--- src/design/fwq_pkg.sv ---
package fwq_pkg;

    localparam int TABLE_ENTRIES_DEF = 32;
    localparam int COUNT_W           = 6;

    localparam logic [1:0] CMD_WAIT     = 2'd0;
    localparam logic [1:0] CMD_WAKE     = 2'd1;
    localparam logic [1:0] CMD_WAKE_ALL = 2'd2;
    localparam logic [1:0] CMD_ABORT    = 2'd3;

    localparam logic [2:0] KIND_QUEUED      = 3'd0;
    localparam logic [2:0] KIND_TRY_AGAIN   = 3'd1;
    localparam logic [2:0] KIND_FULL        = 3'd2;
    localparam logic [2:0] KIND_WOKEN       = 3'd3;
    localparam logic [2:0] KIND_DONE        = 3'd4;
    localparam logic [2:0] KIND_INTERRUPTED = 3'd5;
    localparam logic [2:0] KIND_NOT_FOUND   = 3'd6;

    typedef struct packed {
        logic [1:0]  command;
        logic [15:0] process_id;
        logic [15:0] thread_id;
        logic [47:0] word_address;
        logic [31:0] expected_value;
        logic [31:0] memory_value;
        logic [15:0] wake_limit;
    } in_t;

    typedef struct packed {
        logic [2:0]         kind;
        logic [15:0]        woken_thread;
        logic [COUNT_W-1:0] woken_count;
        logic               last;
    } out_t;

    typedef struct packed {
        logic       load_req;
        logic       calc_match;
        logic       do_append;
        logic       do_remove;
        logic       emit;
        logic [2:0] emit_kind;
        logic       emit_last;
    } ctrl_cmd_t;

    typedef struct packed {
        logic is_wait;
        logic is_abort;
        logic is_limited;
        logic value_match;
        logic full;
        logic any_match;
        logic limit_hit;
        logic out_free;
    } dp_status_t;

endpackage

--- src/design/fwq_ctrl.sv ---
module fwq_ctrl (
    input  logic                clk,
    input  logic                rst_n,
    input  logic                in_valid,
    output logic                in_ready,
    input  fwq_pkg::dp_status_t st,
    output fwq_pkg::ctrl_cmd_t  cmd
);

    localparam logic [1:0] S_IDLE  = 2'd0;
    localparam logic [1:0] S_MATCH = 2'd1;
    localparam logic [1:0] S_SCAN  = 2'd2;

    logic [1:0] state_reg;
    logic [1:0] state_next;

    assign in_ready = (state_reg == S_IDLE);

    always_comb
    begin
        state_next = state_reg;
        cmd        = '0;
        case (state_reg)
            S_IDLE:
            begin
                if (in_valid)
                begin
                    cmd.load_req = 1'b1;
                    state_next   = S_MATCH;
                end
            end
            S_MATCH:
            begin
                if (st.is_wait)
                begin
                    if (st.out_free)
                    begin
                        cmd.emit      = 1'b1;
                        cmd.emit_last = 1'b1;
                        if (!st.value_match)
                            cmd.emit_kind = fwq_pkg::KIND_TRY_AGAIN;
                        else if (st.full)
                            cmd.emit_kind = fwq_pkg::KIND_FULL;
                        else
                        begin
                            cmd.emit_kind = fwq_pkg::KIND_QUEUED;
                            cmd.do_append = 1'b1;
                        end
                        state_next = S_IDLE;
                    end
                end
                else
                begin
                    cmd.calc_match = 1'b1;
                    state_next     = S_SCAN;
                end
            end
            S_SCAN:
            begin
                if (st.out_free)
                begin
                    cmd.emit = 1'b1;
                    if (st.is_abort)
                    begin
                        cmd.emit_last = 1'b1;
                        state_next    = S_IDLE;
                        if (st.any_match)
                        begin
                            cmd.do_remove = 1'b1;
                            cmd.emit_kind = fwq_pkg::KIND_INTERRUPTED;
                        end
                        else
                            cmd.emit_kind = fwq_pkg::KIND_NOT_FOUND;
                    end
                    else if (!st.any_match || (st.is_limited && st.limit_hit))
                    begin
                        cmd.emit_kind = fwq_pkg::KIND_DONE;
                        cmd.emit_last = 1'b1;
                        state_next    = S_IDLE;
                    end
                    else
                    begin
                        cmd.emit_kind = fwq_pkg::KIND_WOKEN;
                        cmd.do_remove = 1'b1;
                    end
                end
            end
            default:
            begin
                state_next = S_IDLE;
            end
        endcase
    end

    always_ff @(posedge clk or negedge rst_n)
    begin
        if (!rst_n)
            state_reg <= S_IDLE;
        else
            state_reg <= state_next;
    end

endmodule

--- config.mk ---
export PLATFORM = sky130hd
export DESIGN_NAME = fwq_ctrl
export DESIGN_NICKNAME = d
export VERILOG_FILES = /design/src/design/fwq_pkg.sv /design/src/design/fwq_ctrl.sv
export SDC_FILE = /design/constraint.sdc
export NUM_CORES = 1
export LEC_CHECK = 0
export BUFFER_PORTS_ARGS = -buffer_cell sky130_fd_sc_hd__buf_4
export CORE_AREA = 2 2 39 41
export CTS_CLUSTER_DIAMETER = 50
export DETAILED_ROUTE_END_ITERATION = 8
export DIE_AREA = 0 0 41 43
export PLACE_DENSITY = 0.55
export SLEW_MARGIN = 40
export SYNTH_ARGS = -nofsm -noshare
export SYNTH_HDL_FRONTEND = slang
export SYNTH_SLANG_ARGS = --single-unit
--- constraint.sdc ---
create_clock -name clk -period 2.1 [get_ports clk]
set_input_delay 0.21 -clock clk [delete_from_list [all_inputs] [get_ports clk]]
set_output_delay 0.21 -clock clk [all_outputs]
set_load 0.005 [all_outputs]
==> impl_metrics.tcl <==
set metrics [dict create \
    outcome "complete, no violations" \
    dpl.hpwl_um 642 \
    worst_path_max_delay_cell "dfrtp_1" \
    numCtsBuffers 3 \
    die_area_um2 1760 \
    timing.fmax_mhz 558 \
    cts_resized 0 \
    worst_ep_required_time_ns 1.89 \
    mappedNetlistArea_um2 290 \
    largest_reg_flops 2 \
    fin_crit_sh 0.854 \
    hp-class "in2async" \
    critical_path.max_stage_delay_ns 0.38 \
    p_per_area_nw_per_um2 988 \
    r2r_slack_ns 0.52 \
    crit_path_cell_trace "inv_1, ha_1, nand4_1, or2_0, a21boi_1, buf_4" \
    cts_sinks 2 \
    setup_viol 0 \
    total_power_w 0.000479 \
    drt-initial-drc-count 8 \
    drive_gt1_frac 0.433 \
    final.setup.worst_slack_ns 0.307 \
    preCtsSetupSlack_ns 0.517 \
    grt_pass1_wl_mm 1.14 \
    seq_area_um2 50.0 \
    drc_errors 0 \
    multiInputGateArea_um2 214 \
    cp_max_fo 4 \
    syn_inst 37 \
    yosys.cell_types.count 19 \
    grt_antenna_before_repair 0 \
    vias 326 \
    final_cell_count_no_fill 76 \
    yosysSeqAreaShare 0.172 \
    final_antenna_net_count 0 \
    cp-startpoint "state_reg[1]" \
    crit_type "reg2out" \
    yosys_warnings 0 \
    grt_setup_unrepaired "no" \
    core_area_um2 1380 \
    gr-total-overflow 0 \
    grt_pass1_vias 302 \
    p_leak_nw 0.250 \
    track_usage 0.104 \
    via_per_inst 4.29 \
    period_minus_slack_ns 1.79 \
    io_pins 21 \
    fin_skew_ns 0.000191 \
    drv_cap 0 \
    start_util 0.210 \
    dp_cells 72 \
    die_y_um 43 \
    clkLatencyLatePin_ns 0.23 \
    clock_path_buffers 2 \
    cts_tree "yes" \
    num-fill-cells 156 \
    setup_tns_ns 0 \
    relSlewSlack 0.845 \
    timing.rr.end "state_reg[1]" \
    synth.avg_cell_area_um2 7.85 \
    ys_ff_latch 2 \
    tightestPinTransition_ns 0.231 \
    rows 14 \
    root_buffer "clkbuf_4" \
    num_antenna_cells 0 \
    die_x_um 41 \
    synth_nets 52 \
    grt_max_degree 6 \
    stdcell_area_um2 485 \
    htreeDepth 1 \
    firstDrtPassIters 4 \
    fin_nets 77 \
    ir_drop_mv 0.287 \
    arrival_ns 1.58 \
    placed_cell_area_um2 453 \
    syn_to_final_growth_pct 67.2 \
    routedWlPerCell_um 9.68 \
    clk_pin_slew_worst_paths_ns 0.03 \
    crit_path_start_kind "register" \
    ff2ff_path_depth 6 \
    gp_congestion 0.644 \
    drv_slew 0 \
    routed_wl_um 736 \
    portBuffers 20 \
    worstReg2RegStart "state_reg[0]" \
    hold_viol_final 0 \
    crit_path_end_kind "output port" \
]
-- kinds of logic after synthesis --
family / synth area share
simple gates: 0.263
fa+ha+maj: 0.172
buf+inv: 0.0905
compound gates: 0.224
flops: 0.172
mux: 0.0776
-- cell type report --
class,count,area share
clock buffer,3,0.0464
sequential,2,0.103
timing repair buffer,21,0.330
tap,16,0.0412
multi-input combinational,29,0.441
inverter,5,0.0387
-- per-stage QoR --
stage                     utilization  hold slack (ns)
after global routing            0.351            0.316
after detailed placement        0.327         -0.00190
after CTS                       0.351            0.301
after global placement          0.327         -0.00691
after floorplan                     -          -0.0856
final                           0.351            0.297
-- power breakdown --
part | switching [W] | total [W] | internal [W]
registers | 0.0000139 | 0.0000724 | 0.0000585
logic | 0.000152 | 0.000320 | 0.000168
clock network | 0.0000235 | 0.0000866 | 0.0000630
total | 0.000190 | 0.000479 | 0.000290
-- Yosys cell counts --
master,instances,area share
inv_1,5,0.065
mux2_1,2,0.078
a21oi_2,2,0.060
and3b_1,1,0.030
nor2_1,5,0.065
and2_1,1,0.022
ha_1,4,0.17
nand2b_1,1,0.022
a21oi_1,1,0.017
o22ai_2,1,0.043
o211ai_1,2,0.052
nand2_1,3,0.039
buf_4,1,0.026
a21boi_1,1,0.026
or2_0,1,0.022
dfrtp_1,2,0.17
o21a_1,1,0.026
nand4_1,1,0.022
nor2b_1,2,0.043
-- placed cells by master (no fill, tap or decap), types with 2 or more instances in the layout --
cell type	instances
buf_4	20
inv_1	5
nor2_1	5
ha_1	4
nand2_1	3
clkbuf_4	3
a21oi_2	2
o211ai_1	2
nor2b_1	2
mux2_1	2
dfrtp_1	2
-- critical path: cells and delay by family, from the launching register on --
family,cells,cell delay (ns)
adder cells (fa/ha/maj),1,0.24
AND/OR/NAND/NOR,2,0.34
flip-flops,1,0.38
buffers and inverters,2,0.23
AO/OA/AOI/OAI,1,0.16
-- layer usage --
metal | vias to the layer above | routed length (um) | track usage
li1 | 170 | - | -
met1 | 134 | 287 | 0.106
met2 | 17 | 328 | 0.147
met3 | 5 | 76 | 0.0314
met4 | 0 | 43 | 0.120
met5 | - | 0 | 0
-- worst max path at each step --
stage	cells after the start	slack, ns	endpoint
floorplan	6	0.63	state_reg[0]
global placement	6	0.54	state_reg[0]
detailed placement	6	0.52	state_reg[1]
CTS	6	0.29	cmd[2]
global route	6	0.19	cmd[2]
finish	6	0.31	cmd[2]
-- what timing repair did --
action | 4_1_cts | 5_1_grt
hold buffers | 1 | 0
setup buffers | 0 | 0
hold endpoints to repair | 2 | 0
No activity file was read; power rests on OpenSTA's default activity.
